==> src/design/mrs_pkg.sv <==
`timescale 1ns / 1ps

package mrs_pkg;

  // Parameter defaults
  localparam int BIT_DEPTH_DEF   = 1024;
  localparam int REG_DEPTH_DEF   = 64;
  localparam int FRAME_DEPTH_DEF = 256;

  localparam int LEN_W     = 9;
  localparam int CNT_W     = 8;
  localparam int CFG_IDX_W = 2;

  localparam logic [15:0] CRC_INIT      = 16'hFFFF;
  localparam logic [15:0] CRC_POLY      = 16'hA001;
  localparam int          BIT_LAST_MAX  = 16'h03E7;
  localparam int          REG_LAST_MAX  = 16'h0063;
  localparam logic [15:0] COIL_ON       = 16'hFF00;
  localparam logic [15:0] COIL_OFF      = 16'h0000;
  localparam logic [7:0]  EXC_FLAG      = 8'h80;
  localparam logic [15:0] REG_INIT_STEP = 16'd100;

  // Function codes
  localparam logic [7:0] FC_READ_COILS     = 8'h01;
  localparam logic [7:0] FC_READ_INPUTS    = 8'h02;
  localparam logic [7:0] FC_READ_HOLDING   = 8'h03;
  localparam logic [7:0] FC_READ_INPUT_REG = 8'h04;
  localparam logic [7:0] FC_WRITE_COIL     = 8'h05;
  localparam logic [7:0] FC_WRITE_REG      = 8'h06;
  localparam logic [7:0] FC_WRITE_MULTI    = 8'h10;

  // Exception codes
  localparam logic [7:0] EXC_ILLEGAL_FUNCTION = 8'h01;
  localparam logic [7:0] EXC_ILLEGAL_ADDRESS  = 8'h02;
  localparam logic [7:0] EXC_ILLEGAL_VALUE    = 8'h03;

  // Configuration register indexes
  localparam logic [CFG_IDX_W-1:0] CFG_SLAVE_ADDRESS = 2'd0;
  localparam logic [CFG_IDX_W-1:0] CFG_SILENCE_TICKS = 2'd1;
  localparam logic [CFG_IDX_W-1:0] CFG_WRITABLE_LAST = 2'd2;

  // What a finished frame asks for
  localparam logic [2:0] PLAN_DROP        = 3'd0;
  localparam logic [2:0] PLAN_EXC         = 3'd1;
  localparam logic [2:0] PLAN_READ_BITS   = 3'd2;
  localparam logic [2:0] PLAN_READ_REGS   = 3'd3;
  localparam logic [2:0] PLAN_COIL        = 3'd4;
  localparam logic [2:0] PLAN_WRITE_ONE   = 3'd5;
  localparam logic [2:0] PLAN_WRITE_MANY  = 3'd6;

  // Response byte sources
  localparam logic [3:0] SEL_ADDR       = 4'd0;
  localparam logic [3:0] SEL_FUNC       = 4'd1;
  localparam logic [3:0] SEL_EXC_FUNC   = 4'd2;
  localparam logic [3:0] SEL_EXC_CODE   = 4'd3;
  localparam logic [3:0] SEL_BYTE_COUNT = 4'd4;
  localparam logic [3:0] SEL_BIT_DATA   = 4'd5;
  localparam logic [3:0] SEL_REG_HI     = 4'd6;
  localparam logic [3:0] SEL_REG_LO     = 4'd7;
  localparam logic [3:0] SEL_HEAD       = 4'd8;
  localparam logic [3:0] SEL_F10        = 4'd9;
  localparam logic [3:0] SEL_CRC_LO     = 4'd10;
  localparam logic [3:0] SEL_CRC_HI     = 4'd11;

  typedef struct packed {
    logic       kind;
    logic [7:0] rx_data;
  } rx_item_t;

  typedef struct packed {
    logic [63:0] tx_bytes;
    logic [3:0]  tx_count;
    logic        last;
    logic [1:0]  led_state;
  } tx_item_t;

  typedef struct packed {
    logic [7:0] slave_address;
    logic [7:0] silence_ticks;
    logic [5:0] writable_last;
  } cfg_t;

  typedef struct packed {
    logic       rx_open;
    logic       emit;
    logic       emit_last;
    logic [3:0] sel;
    logic       resp_start;
    logic       frame_clear;
    logic       cnt_clr;
    logic       cnt_inc;
    logic       write_one;
    logic       apply_coil;
    logic       reg_rd;
    logic       fb_rd_hi;
    logic       fb_rd_lo;
    logic       reg_wr_many;
  } ctrl_cmd_t;

  typedef struct packed {
    logic       frame_end;
    logic       out_free;
    logic [2:0] plan;
    logic       cnt_last;
    logic       quad_end;
  } ctrl_stat_t;

  function automatic logic [15:0] crc_byte(input logic [15:0] crc, input logic [7:0] data);
    logic [15:0] c;
    c = crc ^ {8'h00, data};
    for (int b = 0; b < 8; b++) begin
      c = c[0] ? ((c >> 1) ^ CRC_POLY) : (c >> 1);
    end
    return c;
  endfunction

endpackage

==> src/design/mrs_ram.sv <==
`timescale 1ns / 1ps

module mrs_ram #(
  parameter int WIDTH = 8,
  parameter int DEPTH = mrs_pkg::FRAME_DEPTH_DEF
) (
  input  logic                     clk,
  input  logic                     we,
  input  logic [$clog2(DEPTH)-1:0] waddr,
  input  logic [WIDTH-1:0]         wdata,
  input  logic                     re,
  input  logic [$clog2(DEPTH)-1:0] raddr,
  output logic [WIDTH-1:0]         q
);

  logic [WIDTH-1:0] mem [DEPTH];

  always_ff @(posedge clk) begin
    if (we) begin
      mem[waddr] <= wdata;
    end
    if (re) begin
      q <= mem[raddr];
    end
  end

endmodule

==> src/design/mrs_ctrl.sv <==
`timescale 1ns / 1ps

module mrs_ctrl (
  input  logic                clk,
  input  logic                rst,
  input  mrs_pkg::ctrl_stat_t stat,
  output mrs_pkg::ctrl_cmd_t  cmd
);
  import mrs_pkg::*;

  localparam logic [3:0] S_IDLE   = 4'd0;
  localparam logic [3:0] S_DECODE = 4'd1;
  localparam logic [3:0] S_ADDR   = 4'd2;
  localparam logic [3:0] S_FUNC   = 4'd3;
  localparam logic [3:0] S_THIRD  = 4'd4;
  localparam logic [3:0] S_BITS   = 4'd5;
  localparam logic [3:0] S_RRD    = 4'd6;
  localparam logic [3:0] S_RHI    = 4'd7;
  localparam logic [3:0] S_RLO    = 4'd8;
  localparam logic [3:0] S_ECHO   = 4'd9;
  localparam logic [3:0] S_WRD_HI = 4'd10;
  localparam logic [3:0] S_WRD_LO = 4'd11;
  localparam logic [3:0] S_WWR    = 4'd12;
  localparam logic [3:0] S_F10    = 4'd13;
  localparam logic [3:0] S_CRCL   = 4'd14;
  localparam logic [3:0] S_CRCH   = 4'd15;

  logic [3:0] state, state_next;
  logic [2:0] plan, plan_next;

  always_ff @(posedge clk) begin
    if (rst) begin
      state <= S_IDLE;
      plan  <= PLAN_DROP;
    end else begin
      state <= state_next;
      plan  <= plan_next;
    end
  end

  always_comb begin
    state_next  = state;
    plan_next   = plan;
    cmd         = '0;
    cmd.rx_open = (state == S_IDLE);
    unique case (state)
      S_IDLE: begin
        if (stat.frame_end) state_next = S_DECODE;
      end
      S_DECODE: begin
        plan_next      = stat.plan;
        cmd.resp_start = 1'b1;
        cmd.cnt_clr    = 1'b1;
        unique case (stat.plan)
          PLAN_DROP: begin
            cmd.frame_clear = 1'b1;
            state_next      = S_IDLE;
          end
          PLAN_COIL: begin
            cmd.apply_coil = 1'b1;
            state_next     = S_ECHO;
          end
          PLAN_WRITE_ONE: begin
            cmd.write_one = 1'b1;
            state_next    = S_ECHO;
          end
          PLAN_WRITE_MANY: state_next = S_WRD_HI;
          default:         state_next = S_ADDR;
        endcase
      end
      S_ADDR: begin
        cmd.sel = SEL_ADDR;
        if (stat.out_free) begin
          cmd.emit   = 1'b1;
          state_next = S_FUNC;
        end
      end
      S_FUNC: begin
        cmd.sel = (plan == PLAN_EXC) ? SEL_EXC_FUNC : SEL_FUNC;
        if (stat.out_free) begin
          cmd.emit   = 1'b1;
          state_next = (plan == PLAN_WRITE_MANY) ? S_F10 : S_THIRD;
        end
      end
      S_THIRD: begin
        cmd.sel = (plan == PLAN_EXC) ? SEL_EXC_CODE : SEL_BYTE_COUNT;
        if (stat.out_free) begin
          cmd.emit = 1'b1;
          if (plan == PLAN_READ_BITS) state_next = S_BITS;
          else if (plan == PLAN_READ_REGS) state_next = S_RRD;
          else state_next = S_CRCL;
        end
      end
      S_BITS: begin
        cmd.sel = SEL_BIT_DATA;
        if (stat.out_free) begin
          cmd.emit    = 1'b1;
          cmd.cnt_inc = 1'b1;
          if (stat.cnt_last) state_next = S_CRCL;
        end
      end
      S_RRD: begin
        cmd.reg_rd = 1'b1;
        state_next = S_RHI;
      end
      S_RHI: begin
        cmd.sel = SEL_REG_HI;
        if (stat.out_free) begin
          cmd.emit   = 1'b1;
          state_next = S_RLO;
        end
      end
      S_RLO: begin
        cmd.sel = SEL_REG_LO;
        if (stat.out_free) begin
          cmd.emit    = 1'b1;
          cmd.cnt_inc = 1'b1;
          state_next  = stat.cnt_last ? S_CRCL : S_RRD;
        end
      end
      S_ECHO: begin
        cmd.sel       = SEL_HEAD;
        cmd.emit_last = stat.cnt_last;
        if (stat.out_free) begin
          cmd.emit    = 1'b1;
          cmd.cnt_inc = 1'b1;
          if (stat.cnt_last) begin
            cmd.frame_clear = 1'b1;
            state_next      = S_IDLE;
          end
        end
      end
      S_WRD_HI: begin
        cmd.fb_rd_hi = 1'b1;
        state_next   = S_WRD_LO;
      end
      S_WRD_LO: begin
        cmd.fb_rd_lo = 1'b1;
        state_next   = S_WWR;
      end
      S_WWR: begin
        cmd.reg_wr_many = 1'b1;
        cmd.cnt_inc     = 1'b1;
        if (stat.cnt_last) begin
          cmd.cnt_clr = 1'b1;
          state_next  = S_ADDR;
        end else begin
          state_next = S_WRD_HI;
        end
      end
      S_F10: begin
        cmd.sel = SEL_F10;
        if (stat.out_free) begin
          cmd.emit    = 1'b1;
          cmd.cnt_inc = 1'b1;
          if (stat.quad_end) state_next = S_CRCL;
        end
      end
      S_CRCL: begin
        cmd.sel = SEL_CRC_LO;
        if (stat.out_free) begin
          cmd.emit   = 1'b1;
          state_next = S_CRCH;
        end
      end
      S_CRCH: begin
        cmd.sel       = SEL_CRC_HI;
        cmd.emit_last = 1'b1;
        if (stat.out_free) begin
          cmd.emit        = 1'b1;
          cmd.frame_clear = 1'b1;
          state_next      = S_IDLE;
        end
      end
      default: state_next = S_IDLE;
    endcase
  end

endmodule

==> src/design/mrs_dp.sv <==
`timescale 1ns / 1ps

module mrs_dp #(
  parameter int BIT_DEPTH   = mrs_pkg::BIT_DEPTH_DEF,
  parameter int REG_DEPTH   = mrs_pkg::REG_DEPTH_DEF,
  parameter int FRAME_DEPTH = mrs_pkg::FRAME_DEPTH_DEF
) (
  input  logic                clk,
  input  logic                rst,
  input  mrs_pkg::cfg_t       cfg,
  input  logic                rx_valid,
  output logic                rx_stall,
  input  mrs_pkg::rx_item_t   rx_item,
  output logic                tx_valid,
  input  logic                tx_stall,
  output mrs_pkg::tx_item_t   tx_item,
  input  mrs_pkg::ctrl_cmd_t  cmd,
  output mrs_pkg::ctrl_stat_t stat
);
  import mrs_pkg::*;

  localparam int FB_AW    = $clog2(FRAME_DEPTH);
  localparam int RAW      = $clog2(REG_DEPTH);
  localparam int BIT_LAST = (BIT_DEPTH - 1 < BIT_LAST_MAX) ? BIT_DEPTH - 1 : BIT_LAST_MAX;
  localparam int REG_LAST = (REG_DEPTH - 1 < REG_LAST_MAX) ? REG_DEPTH - 1 : REG_LAST_MAX;
  localparam logic [15:0]      BIT_LAST_W = 16'(BIT_LAST);
  localparam logic [15:0]      REG_LAST_W = 16'(REG_LAST);
  localparam logic [6:0]       WL_MAX     = 7'(REG_DEPTH - 1);
  localparam logic [LEN_W-1:0] LEN_MAX    = LEN_W'(FRAME_DEPTH);
  localparam logic [7:0]       PAT_EVEN   = 8'hAA;
  localparam logic [7:0]       PAT_ODD    = 8'h55;

  // ---------------- receive side ----------------
  logic [LEN_W-1:0] length;
  logic [7:0]       quiet;
  logic [15:0]      crc_rx;
  logic [7:0]       prev1, prev2;
  logic [7:0]       head [8];

  logic       rx_take, byte_in, store, tick_in;
  logic [7:0] quiet_inc;

  assign rx_stall  = !cmd.rx_open;
  assign rx_take   = rx_valid && cmd.rx_open;
  assign byte_in   = rx_take && !rx_item.kind;
  assign store     = byte_in && (length < LEN_MAX);
  assign tick_in   = rx_take && rx_item.kind && (length != '0);
  assign quiet_inc = quiet + 8'd1;

  always_ff @(posedge clk) begin
    if (rst || cmd.frame_clear) begin
      length <= '0;
      quiet  <= '0;
      crc_rx <= CRC_INIT;
    end else begin
      if (byte_in) quiet <= '0;
      if (tick_in) quiet <= quiet_inc;
      if (store) begin
        length <= length + LEN_W'(1);
        // CRC trails by two bytes so the trailer is left out
        if (length >= LEN_W'(2)) crc_rx <= crc_byte(crc_rx, prev2);
      end
    end
  end

  always_ff @(posedge clk) begin
    if (store) begin
      prev2 <= prev1;
      prev1 <= rx_item.rx_data;
      if (length < LEN_W'(8)) head[length[2:0]] <= rx_item.rx_data;
    end
  end

  // ---------------- frame decode ----------------
  logic [7:0]  func, bc;
  logic [15:0] start, qty, last_idx;
  logic [16:0] span, nb_wide;
  logic [6:0]  wl;
  logic        frame_ok, is_bits;
  logic [2:0]  plan;
  logic [7:0]  exc_code, nb, len_byte, loop_len;

  assign func     = head[1];
  assign start    = {head[2], head[3]};
  assign qty      = {head[4], head[5]};
  assign bc       = head[6];
  assign span     = {1'b0, start} + {1'b0, qty};
  assign wl       = ({1'b0, cfg.writable_last} < WL_MAX) ? {1'b0, cfg.writable_last} : WL_MAX;
  assign is_bits  = (func == FC_READ_COILS) || (func == FC_READ_INPUTS);
  assign last_idx = is_bits ? BIT_LAST_W : REG_LAST_W;
  assign frame_ok = (length >= LEN_W'(4)) && ({prev1, prev2} == crc_rx)
                    && (head[0] == cfg.slave_address);

  always_comb begin
    plan     = PLAN_DROP;
    exc_code = EXC_ILLEGAL_FUNCTION;
    if (!frame_ok) begin
      plan = PLAN_DROP;
    end else if (func == FC_READ_COILS || func == FC_READ_INPUTS
                 || func == FC_READ_HOLDING || func == FC_READ_INPUT_REG) begin
      if (length < (is_bits ? LEN_W'(8) : LEN_W'(6))) begin
        plan = PLAN_DROP;
      end else if (start > last_idx) begin
        plan     = PLAN_EXC;
        exc_code = EXC_ILLEGAL_ADDRESS;
      end else if (qty == '0 || span > ({1'b0, last_idx} + 17'd1)) begin
        plan     = PLAN_EXC;
        exc_code = EXC_ILLEGAL_VALUE;
      end else begin
        plan = is_bits ? PLAN_READ_BITS : PLAN_READ_REGS;
      end
    end else if (func == FC_WRITE_COIL) begin
      if (length >= LEN_W'(8) && start <= 16'd1 && (qty == COIL_ON || qty == COIL_OFF))
        plan = PLAN_COIL;
    end else if (func == FC_WRITE_REG) begin
      if (length == LEN_W'(8) && start <= {9'b0, wl}) plan = PLAN_WRITE_ONE;
    end else if (func == FC_WRITE_MULTI) begin
      if (length >= LEN_W'(11) && qty != '0 && span <= ({10'b0, wl} + 17'd1)
          && {qty, 1'b0} == {9'b0, bc}
          && {1'b0, length} >= (10'd9 + {2'b0, bc}))
        plan = PLAN_WRITE_MANY;
    end else begin
      plan     = PLAN_EXC;
      exc_code = EXC_ILLEGAL_FUNCTION;
    end
  end

  assign nb_wide  = {1'b0, qty} + 17'd7;
  assign nb       = nb_wide[10:3];
  assign len_byte = is_bits ? nb : {qty[6:0], 1'b0};

  always_comb begin
    unique case (plan)
      PLAN_READ_BITS:                  loop_len = nb;
      PLAN_READ_REGS, PLAN_WRITE_MANY: loop_len = qty[7:0];
      default:                         loop_len = 8'd8;
    endcase
  end

  // ---------------- loop counter ----------------
  logic [CNT_W-1:0] cnt;

  always_ff @(posedge clk) begin
    if (rst || cmd.cnt_clr) cnt <= '0;
    else if (cmd.cnt_inc) cnt <= cnt + CNT_W'(1);
  end

  // ---------------- frame buffer ----------------
  logic [8:0]       fb_idx;
  logic [7:0]       fb_q, wr_hi;

  assign fb_idx = 9'd7 + {cnt, 1'b0} + {8'b0, cmd.fb_rd_lo};

  mrs_ram #(.WIDTH(8), .DEPTH(FRAME_DEPTH)) u_frame_ram (
    .clk   (clk),
    .we    (store),
    .waddr (length[FB_AW-1:0]),
    .wdata (rx_item.rx_data),
    .re    (cmd.fb_rd_hi || cmd.fb_rd_lo),
    .raddr (fb_idx[FB_AW-1:0]),
    .q     (fb_q)
  );

  always_ff @(posedge clk) begin
    if (cmd.fb_rd_lo) wr_hi <= fb_q;
  end

  // ---------------- holding registers ----------------
  // unwritten entries read back as index * 100
  logic [REG_DEPTH-1:0] reg_valid;
  logic [15:0]          start_cnt, reg_q, reg_word, reg_wdata;
  logic [RAW-1:0]       reg_waddr, reg_rd_addr;
  logic                 reg_we, reg_rd_valid;

  assign start_cnt = start + 16'(cnt);
  assign reg_we    = cmd.write_one || cmd.reg_wr_many;
  assign reg_waddr = cmd.write_one ? start[RAW-1:0] : start_cnt[RAW-1:0];
  assign reg_wdata = cmd.write_one ? qty : {wr_hi, fb_q};

  mrs_ram #(.WIDTH(16), .DEPTH(REG_DEPTH)) u_reg_ram (
    .clk   (clk),
    .we    (reg_we),
    .waddr (reg_waddr),
    .wdata (reg_wdata),
    .re    (cmd.reg_rd),
    .raddr (start_cnt[RAW-1:0]),
    .q     (reg_q)
  );

  always_ff @(posedge clk) begin
    if (rst) reg_valid <= '0;
    else if (reg_we) reg_valid[reg_waddr] <= 1'b1;
  end

  always_ff @(posedge clk) begin
    if (cmd.reg_rd) begin
      reg_rd_valid <= reg_valid[start_cnt[RAW-1:0]];
      reg_rd_addr  <= start_cnt[RAW-1:0];
    end
  end

  assign reg_word = reg_rd_valid ? reg_q : (16'(reg_rd_addr) * REG_INIT_STEP);

  // ---------------- LED coils ----------------
  logic [1:0] led, coil_bit;

  assign coil_bit = start[0] ? 2'b10 : 2'b01;

  always_ff @(posedge clk) begin
    if (rst) led <= '0;
    else if (cmd.apply_coil) led <= (qty == COIL_ON) ? (led | coil_bit) : (led & ~coil_bit);
  end

  // ---------------- response bytes ----------------
  logic [15:0] rem, tx_crc;
  logic [7:0]  bit_mask, bit_byte, tx_byte;

  assign rem      = qty - 16'({cnt, 3'b000});
  assign bit_mask = (rem >= 16'd8) ? 8'hFF : ~(8'hFF << rem[2:0]);
  assign bit_byte = (start[0] ? PAT_ODD : PAT_EVEN) & bit_mask;

  always_comb begin
    unique case (cmd.sel)
      SEL_ADDR:       tx_byte = cfg.slave_address;
      SEL_FUNC:       tx_byte = func;
      SEL_EXC_FUNC:   tx_byte = func | EXC_FLAG;
      SEL_EXC_CODE:   tx_byte = exc_code;
      SEL_BYTE_COUNT: tx_byte = len_byte;
      SEL_BIT_DATA:   tx_byte = bit_byte;
      SEL_REG_HI:     tx_byte = reg_word[15:8];
      SEL_REG_LO:     tx_byte = reg_word[7:0];
      SEL_HEAD:       tx_byte = head[cnt[2:0]];
      SEL_F10: begin
        unique case (cnt[1:0])
          2'd0:    tx_byte = start[15:8];
          2'd1:    tx_byte = start[7:0];
          2'd2:    tx_byte = qty[15:8];
          default: tx_byte = qty[7:0];
        endcase
      end
      SEL_CRC_LO:     tx_byte = tx_crc[7:0];
      SEL_CRC_HI:     tx_byte = tx_crc[15:8];
      default:        tx_byte = 8'h00;
    endcase
  end

  always_ff @(posedge clk) begin
    if (cmd.resp_start) tx_crc <= CRC_INIT;
    else if (cmd.emit && cmd.sel != SEL_CRC_LO && cmd.sel != SEL_CRC_HI)
      tx_crc <= crc_byte(tx_crc, tx_byte);
  end

  // ---------------- chunk packing and output register ----------------
  logic [2:0]  fill;
  logic [3:0]  fill_next;
  logic [63:0] chunk, chunk_next;
  logic        flush;

  assign fill_next  = {1'b0, fill} + 4'd1;
  assign chunk_next = chunk | (64'(tx_byte) << {fill, 3'b000});
  assign flush      = cmd.emit && (fill_next == 4'd8 || cmd.emit_last);

  always_ff @(posedge clk) begin
    if (rst) begin
      fill     <= '0;
      tx_valid <= 1'b0;
    end else begin
      if (tx_valid && !tx_stall) tx_valid <= 1'b0;
      if (cmd.emit) begin
        if (flush) begin
          fill     <= '0;
          tx_valid <= 1'b1;
        end else begin
          fill <= fill_next[2:0];
        end
      end
    end
  end

  always_ff @(posedge clk) begin
    if (cmd.resp_start) begin
      chunk <= '0;
    end else if (cmd.emit) begin
      if (flush) begin
        chunk   <= '0;
        tx_item <= '{tx_bytes: chunk_next, tx_count: fill_next,
                     last: cmd.emit_last, led_state: led};
      end else begin
        chunk <= chunk_next;
      end
    end
  end

  // ---------------- status ----------------
  always_comb begin
    stat           = '0;
    stat.frame_end = tick_in && !(quiet_inc < cfg.silence_ticks);
    stat.out_free  = !tx_valid || !tx_stall;
    stat.plan      = plan;
    stat.cnt_last  = (cnt == loop_len - CNT_W'(1));
    stat.quad_end  = (cnt[1:0] == 2'b11);
  end

  assert property (@(posedge clk) disable iff (rst)
    tx_valid |-> (tx_item.tx_count != 4'd0 && tx_item.tx_count <= 4'd8))
    else $error("chunk byte count out of range");

  assert property (@(posedge clk) disable iff (rst) length <= LEN_MAX)
    else $error("frame length past buffer depth");

  assert property (@(posedge clk) disable iff (rst) cmd.emit |-> stat.out_free)
    else $error("byte emitted while output register blocked");

  assert property (@(posedge clk) disable iff (rst)
    (tx_valid && tx_item.last) |-> (fill == 3'd0))
    else $error("bytes left in packer after final chunk");

endmodule

==> src/design/modbus_rtu_slave_top.sv <==
`timescale 1ns / 1ps

// Channel  | Signals                                   | Moves
// rx       | rx_valid, rx_stall, rx_item               | one received byte or silence tick
// tx       | tx_valid, tx_stall, tx_item               | up to 8 response bytes
// cfg      | cfg_valid, cfg_ready, cfg_index, cfg_data | one register write
//
// A byte or tick item is taken whenever the block is idle.
// The tick that ends a frame stalls rx until the last response chunk is in the
// output register: a decode state, then each response byte in turn, plus one
// RAM read per register read and, per register written by function 10, two
// frame buffer reads and one write. A dropped frame costs only decode.
// Synchronous reset; holding registers read back index*100 until written
// (per-entry valid bits, no clearing pass). A stalled tx holds the packer.

module modbus_rtu_slave_top #(
  parameter int BIT_DEPTH   = mrs_pkg::BIT_DEPTH_DEF,
  parameter int REG_DEPTH   = mrs_pkg::REG_DEPTH_DEF,
  parameter int FRAME_DEPTH = mrs_pkg::FRAME_DEPTH_DEF
) (
  input  logic                          clk,
  input  logic                          rst,
  input  logic                          rx_valid,
  output logic                          rx_stall,
  input  mrs_pkg::rx_item_t             rx_item,
  output logic                          tx_valid,
  input  logic                          tx_stall,
  output mrs_pkg::tx_item_t             tx_item,
  input  logic                          cfg_valid,
  output logic                          cfg_ready,
  input  logic [mrs_pkg::CFG_IDX_W-1:0] cfg_index,
  input  logic [7:0]                    cfg_data
);
  import mrs_pkg::*;

  cfg_t       cfg;
  ctrl_cmd_t  cmd;
  ctrl_stat_t stat;

  // Registers are to be written only while idle; the block does not enforce this, so writes are always taken.
  assign cfg_ready = 1'b1;

  always_ff @(posedge clk) begin
    if (rst) begin
      cfg.slave_address <= 8'd1;
      cfg.silence_ticks <= 8'd4;
      cfg.writable_last <= 6'd3;
    end else if (cfg_valid && cfg_ready) begin
      unique case (cfg_index)
        CFG_SLAVE_ADDRESS: cfg.slave_address <= cfg_data;
        CFG_SILENCE_TICKS: cfg.silence_ticks <= cfg_data;
        CFG_WRITABLE_LAST: cfg.writable_last <= cfg_data[5:0];
        default: ;  // unused index: write is dropped
      endcase
    end
  end

  // Sequencer: frame end detection to final chunk
  mrs_ctrl u_ctrl (
    .clk  (clk),
    .rst  (rst),
    .stat (stat),
    .cmd  (cmd)
  );

  // Frame capture, CRC, decode, register file and response packer
  mrs_dp #(
    .BIT_DEPTH   (BIT_DEPTH),
    .REG_DEPTH   (REG_DEPTH),
    .FRAME_DEPTH (FRAME_DEPTH)
  ) u_dp (
    .clk      (clk),
    .rst      (rst),
    .cfg      (cfg),
    .rx_valid (rx_valid),
    .rx_stall (rx_stall),
    .rx_item  (rx_item),
    .tx_valid (tx_valid),
    .tx_stall (tx_stall),
    .tx_item  (tx_item),
    .cmd      (cmd),
    .stat     (stat)
  );

endmodule

==> config.mk <==
export PLATFORM = sky130hd
export DESIGN_NAME = modbus_rtu_slave_top
export DESIGN_NICKNAME = d
export VERILOG_FILES = /design/src/design/mrs_pkg.sv /design/src/design/mrs_ram.sv /design/src/design/mrs_ctrl.sv /design/src/design/mrs_dp.sv /design/src/design/modbus_rtu_slave_top.sv
export SDC_FILE = /design/constraint.sdc
export NUM_CORES = 2
export LEC_CHECK = 0
export ABC_AREA = 1
export BUFFER_PORTS_ARGS = -buffer_cell sky130_fd_sc_hd__buf_2
export CELL_PAD_IN_SITES_DETAIL_PLACEMENT = 1
export CELL_PAD_IN_SITES_GLOBAL_PLACEMENT = 2
export CORE_ASPECT_RATIO = 1.1
export CORE_MARGIN = 2
export CORE_UTILIZATION = 42
export DETAILED_ROUTE_END_ITERATION = 10
export GPL_ROUTABILITY_DRIVEN = 0
export GPL_TIMING_DRIVEN = 1
export PLACE_DENSITY_LB_ADDON = 0.1
export SYNTH_ARGS = -nofsm -noshare
export SYNTH_HDL_FRONTEND = slang
export SYNTH_HIERARCHICAL = 1
export SYNTH_SLANG_ARGS = --single-unit
==> constraint.sdc <==
create_clock -name clk -period 22.7 [get_ports clk]
set_clock_uncertainty 0.05 [all_clocks]
set_input_delay 1.135 -clock clk [delete_from_list [all_inputs] [get_ports clk]]
set_output_delay 1.135 -clock clk [all_outputs]
set_load 0.05 [all_outputs]
== Word-level counts from Yosys, hierarchy flattened ==
Memories as Yosys holds them, arrays and structs flattened. A register that Yosys moved wholly into a read port is not among the register bits.
Index checks and enable logic that the tools add are counted.

* Output and inout bits: 74
* Memories: 3
* Logic and storage cells: 322
* Input bits: 24
* Bits in writable memories: 3136
* Register bits after elaboration: 322

* Equality and inequality tests: 70
* Shifts and indexed selects: 2
* Reduce and logical (&&, ||, !) cells: 55
* Bitwise logic cells: 26
* Order comparisons: 19
* $mul: 1
* Add/subtract/negate cells: 14
* Muxes and demuxes: 108

{| class="wikitable"
|+ Memory list
! name !! words !! bits a word !! read ports !! clocked after Yosys merged registers in !! write ports !! RTL line !! text
|-
| u_dp.u_frame_ram.mem || 256 || 8 || 1 || 1 || 1 || mrs_ram.sv:16 || <nowiki>logic [WIDTH-1:0] mem [DEPTH];</nowiki>
|-
| u_dp.u_reg_ram.mem || 64 || 16 || 1 || 1 || 1 || mrs_ram.sv:16 ||
|-
| u_dp.head || 8 || 8 || 8 || 1 || 1 || mrs_dp.sv:38 || <nowiki>logic [7:0] head [8];</nowiki>
|}

{| class="wikitable"
|+ Operator list
! kind !! number
|-
| 16-bit 2-to-1 mux || 18
|-
| 64-bit bitwise OR || 2
|-
| 8-bit one-hot mux with 12 select lines || 1
|-
| 4-bit 2-to-1 mux || 20
|-
| 8-bit 2-to-1 mux || 9
|-
| 64-bit 2-to-1 mux || 1
|-
| 4-bit one-hot mux with 16 select lines || 1
|-
| 8-bit by 6-bit left shift with 64-bit output || 1
|-
| 4-bit == test, second input constant || 13
|-
| 2-bit NOT with 3-bit output || 16
|-
| 3-bit 2-to-1 mux || 15
|-
| 4-bit one-hot mux with 9 select lines || 1
|-
| 4-bit by 3-bit == test with 1-bit output, second input constant || 8
|-
| 16-bit by 8-bit bitwise XOR with 16-bit output || 2
|-
| 1-bit 2-to-1 mux || 25
|-
| 8-bit by 3-bit == test with 1-bit output, second input constant || 3
|-
| 2-bit inequality test, second input constant || 12
|-
| 8-bit one-hot mux with 3 select lines || 1
|-
| 1-bit logical AND || 20
|-
| 9-bit by 4-bit >= comparator with 1-bit output, second input constant || 2
|-
| 16-bit by 1-bit adder with 17-bit output, second input constant || 1
|-
| 16-bit by 16-bit adder with 17-bit output || 1
|-
| 17-bit by 8-bit == test with 1-bit output || 1
|-
| 17-bit > comparator || 1
|-
| 74 further kinds || 120
|}

== Depth between registers and ports, before layout ==
An unclocked memory read counts as a cell.

* Word-level depth: 30
* Depth in mapped cells: 46
* Mapped depth without buffers: 45

== By module ==
The synthesis kept the hierarchy.

{| class="wikitable"
|+ Modules (own cells, without submodules)
! module !! seq. area each (um^2) !! instances !! area an instance (um^2) !! cells each
|-
| mrs_ram (u_dp.u_frame_ram) || 61739.2 || 1 || 83476.3 || 7003
|-
| mrs_ram (u_dp.u_reg_ram) || 31230.0 || 1 || 42259.3 || 3517
|-
| mrs_dp || 8868.5 || 1 || 20559.7 || 2605
|-
| modbus_rtu_slave_top || 440.4 || 1 || 977.2 || 139
|-
| mrs_ctrl || 140.1 || 1 || 830.8 || 153
|}

== Least setup slack after synthesis ==
No wires, ideal clock.

* Path kind: flip-flop to flip-flop
* Start point: memory u_dp.head[3][0]
* End point: register, netlist name u_dp/tx_item[0]
* Cell stages (with the launch flop): 40
* Period minus slack after synthesis: 8060 ps
* Buffers on the path: 0
* Required time: 22149 ps
* Setup time: 501 ps
* Data arrival time: 7509 ps
* Path slack: 14640 ps
* Cells stage by stage: edfxtp_1 ha_1 inv_1 fa_1 inv_1 nand3_1 nand2_1 nand2_1 nand2_1 xnor2_1 inv_1 ha_1 nand2_1 nor2_1 nand3_1 nand2_1 inv_1 nand2_1 [... 4 more ...] nand2_1 nand2_2 a21oi_4 nand3_1 nand2_1 inv_1 ha_1 xor2_1 nand3_1 nor2_1 nand3_1 nor2_1 inv_1 o21ai_0 a21oi_1 nor2_1 inv_1 nor2_1

{| class="wikitable"
|+ RTL lines
! element !! RTL line
|-
| from (decl) || mrs_dp.sv:38
|}

==> flow_summary.json <==
{
  "seq_area_um2": 102000,
  "multi_input_area_um2": 40300,
  "cts_root_buf": "clkbuf_16",
  "synth_warnings": 6,
  "synth_fa_ha_area_share_pct": 0.992,
  "async_flop_share_pct": 0,
  "ff2ff_path_depth": 35,
  "crit_type": "reg -> reg",
  "relSlewSlack_pct": 6.90,
  "ff2ff_setup_slack_ps": 14980,
  "synth-edff-count": 3262,
  "synth_fp_nets": 13600,
  "avgRoutedWirePerCell_um": 26.7,
  "grtUsageTotal_pct": 26.8,
  "synth_mux_area_share_pct": 0.00676,
  "grt_max_degree": 211,
  "timing.final.crit_period_ps": 7720,
  "clk_pin_slew_ps": 70,
  "tns_ps": 0,
  "grt_use_met3_pct": 3.87,
  "grt_antenna_before_repair": 19,
  "min_to": "u_dp/reg_valid[20]",
  "rows": 228,
  "r2r-start": "u_dp/head[5][1]",
  "synth-seq-cells": 3485,
  "power.density_nw_per_um2": 81.5,
  "crit_top_cell": "nand2_1",
  "drc": 0,
  "synthTopCellsByArea": "edfxtp_1, nand3_1, nand2_1, dfxtp_1, nor2_1",
  "viasPerCell": 5.67,
  "wirelength_um": 487000,
  "synth_top_family_by_area": "simple AND/OR/NAND/NOR gates",
  "nNetsFinal": 13500,
  "status": "finished, final reports clean",
  "worst_setup_path_start_kind": "flop",
  "ys.flop_type": "edfxtp_1",
  "endpoint_kind": "flop",
  "clock-sinks": 3485,
  "clockBufferDepth": 4,
  "die_w_um": 570,
  "synth_top_cell_by_area": "edfxtp_1",
  "synth_xor_area_share_pct": 0.414,
  "slew_violations": 0,
  "grt_busiest_layer": "met2",
  "synth_area_um2": 148000,
  "synth-simple-area-share_pct": 23.3,
  "use_met1_pct": 36.7,
  "via_count": 103000,
  "drtAntennaViolNets": 0,
  "die_h_um": 627,
  "cp_num_buf_inv": 8,
  "fp.dieArea_um2": 357000,
  "fillers": 37200,
  "leakage_nw": 58.6,
  "overflow": 0,
  "drv_cap": 0,
  "critPathMaxFanout": 56,
  "r2r_end": "u_dp/tx_item[28]",
  "hold_buffers": 0,
  "cts_buffers": 374,
  "rsz0062_at_grt": "no",
  "grt_pass1_vias": 106000,
  "port_buffers": 96,
  "dpl.hpwl_um": 293000,
  "syn_inst": 13400,
  "drt-initial-drc-count": 9348,
  "setup-violations-final": 0,
  "post_cts_resized": 0,
  "grt_pass1_wl_um": 717000,
  "io_pins": 98,
  "crit_family": "simple AND/OR/NAND/NOR gates",
  "post-synth-top-area-fraction_pct": 66.1,
  "min_path_cells": 2,
  "cts_tree": "built",
  "crit_arrival_ps": 8230,
  "clock_latency_ps": 960,
  "seq_area_frac_synth_pct": 69.2,
  "power_mw": 13.4,
  "slowest_stage": "buf_4",
  "required_ps": 23210,
  "area_delta_synth_final_pct": 11.0,
  "worst-path-stages": 35,
  "period_share_pct": 34.0,
  "hold_viol_final": 0,
  "min_from": "u_dp/reg_valid[20]",
  "hold_path_class": "reg -> reg",
  "avgSynthCellArea_um2": 11.0,
  "start_util_pct": 42.2,
  "dr.pass1.iters": 6,
  "synth_cell_type_count": 63,
  "ir_drop_mv": 0.0602,
  "htreeDepth": 5,
  "core_um2": 351000,
  "fmax_ghz": 0.130,
  "grtUsageMet2_pct": 44.3,
  "worst_pin_slew_ps": 1400,
  "drive_gt1_share_pct": 7.33,
  "postCtsSetupBuffers": 0,
  "synth-compound-area-share_pct": 2.26,
  "cpPeakStageDelay_ps": 690,
  "holdWs_ps": 397
}
-- sequential cells by signal, indices dropped and copies added, names as in the netlist, 8 cells and up, named ones only --
signal / count
u_dp/u_reg_ram/q: 16
u_dp/quiet: 8
u_dp/prev2: 8
u_dp/prev1: 8
u_dp/u_frame_ram/mem: 2048
u_dp/chunk: 64
u_dp/u_frame_ram/q: 8
u_dp/cnt: 8
u_dp/u_reg_ram/mem: 1024
u_dp/wr_hi: 8
u_dp/crc_rx: 16
u_dp/head: 64
u_dp/reg_valid: 64
u_dp/tx_crc: 16
cfg: 22
u_dp/tx_item: 71
u_dp/length: 9
-- cells in the final DEF (no fill, tap or decap), types with 9 or more instances in the layout --
| cell | count |
|---|---|
| a21o_1 | 51 |
| a21oi_1 | 256 |
| buf_2 | 87 |
| buf_4 | 215 |
| bufinv_16 | 25 |
| clkbuf_1 | 74 |
| clkbuf_16 | 391 |
| clkbuf_8 | 10 |
| clkinv_1 | 87 |
| clkinv_2 | 74 |
| dfxtp_1 | 223 |
| edfxtp_1 | 3262 |
| ha_1 | 110 |
| inv_1 | 379 |
| inv_2 | 21 |
| nand2_1 | 4014 |
| nand2_2 | 22 |
| nand3_1 | 3051 |
| nand3_2 | 9 |
| nand4_1 | 47 |
| nor2_1 | 641 |
| nor2_2 | 25 |
| nor2_4 | 9 |
| nor3_1 | 34 |
| nor3b_1 | 65 |
| o211ai_1 | 27 |
| o21ai_0 | 148 |
| o21ai_1 | 10 |
| o21ai_4 | 16 |
| o21bai_1 | 20 |
| xnor2_1 | 24 |
| xor2_1 | 39 |
-- metrics by stage --
step	util, %	cells	instance area, um^2	worst slack [ps]
detailed placement	43.4	17500	152000	14970
global route	46.8	18200	164000	14260
floorplan	-	13400	148000	14640
finish	46.8	18200	164000	14980
global placement	43.4	17500	152000	14990
CTS	46.8	18200	164000	14970
-- Yosys cell counts, drive strengths merged, types with 4 or more instances --
cell     instances
a211oi           4
a21o            51
a21oi          265
and2             5
buf            582
clkbuf         207
clkinv           6
dfxtp          223
edfxtp        3262
fa               4
ha             111
inv            408
nand2         4037
nand3         3062
nand3b           6
nand4           47
nor2           675
nor3            37
nor3b           65
nor4            16
o2111ai          4
o211ai          27
o21ai          178
o21bai          20
o221ai           7
o22ai            8
or2              8
xnor2           24
xor2            46
-- cells by family (layout without fill, tap and decap cells) --
kind of cell	Yosys count	after routing
AO/OA/AOI/OAI	582	582
adder cells (fa/ha/maj)	115	115
other	1	8
XOR/XNOR	70	70
AND/OR/NAND/NOR	7960	7960
buffers and inverters	1203	1412
flip-flops	3485	3485
multiplexers	1	1
-- worst max path at each step --
stage,slack (ps),startpoint,end
2_1_floorplan,14640,u_dp/head[3][0],u_dp/tx_item[0]
3_3_place_gp,14990,u_dp/head[3][1],u_dp/tx_item[29]
3_5_place_dp,14970,u_dp/head[3][1],u_dp/tx_item[29]
4_1_cts,14970,u_dp/head[3][1],u_dp/tx_item[43]
5_1_grt,14260,u_dp/head[3][1],u_dp/tx_item[26]
6_report,14980,u_dp/head[5][1],u_dp/tx_item[28]
-- metal layers --
metal	vias up	wire (um)
li1	46700	-
met1	53200	212000
met2	2818	232000
met3	695	27700
met4	2	15100
met5	-	7
-- area by class of cell --
class,instances,share of cell area [%]
inverters,414,0.991
clock inverters,206,1.04
flip-flops and latches,3485,62.3
multi-input cells,8729,24.5
diodes,7,0.0107
well taps,4600,3.50
repair buffers,317,1.41
clock buffers,475,6.21
-- worst reg2reg max path, delay by kind of cell, from the launching register on --
family / cells / cell delay (ps)
adders and majority gates: 3 / 1070
xor gates and xnor gates: 2 / 320
buffers and inverters: 8 / 1450
DFF: 1 / 540
and+or+nand+nor: 19 / 2680
AOI/OAI and AO/OA: 3 / 1140
-- where the power goes --
| part | total [mW] | switching (mW) | internal, mW |
|---|---|---|---|
| Combinational | 0.338 | 0.263 | 0.0752 |
| Sequential | 7.03 | 0.0229 | 7.01 |
| Clock | 6.02 | 2.57 | 3.45 |
| Total | 13.4 | 2.85 | 10.5 |
Note: power is estimated with default switching activity, not from simulation.
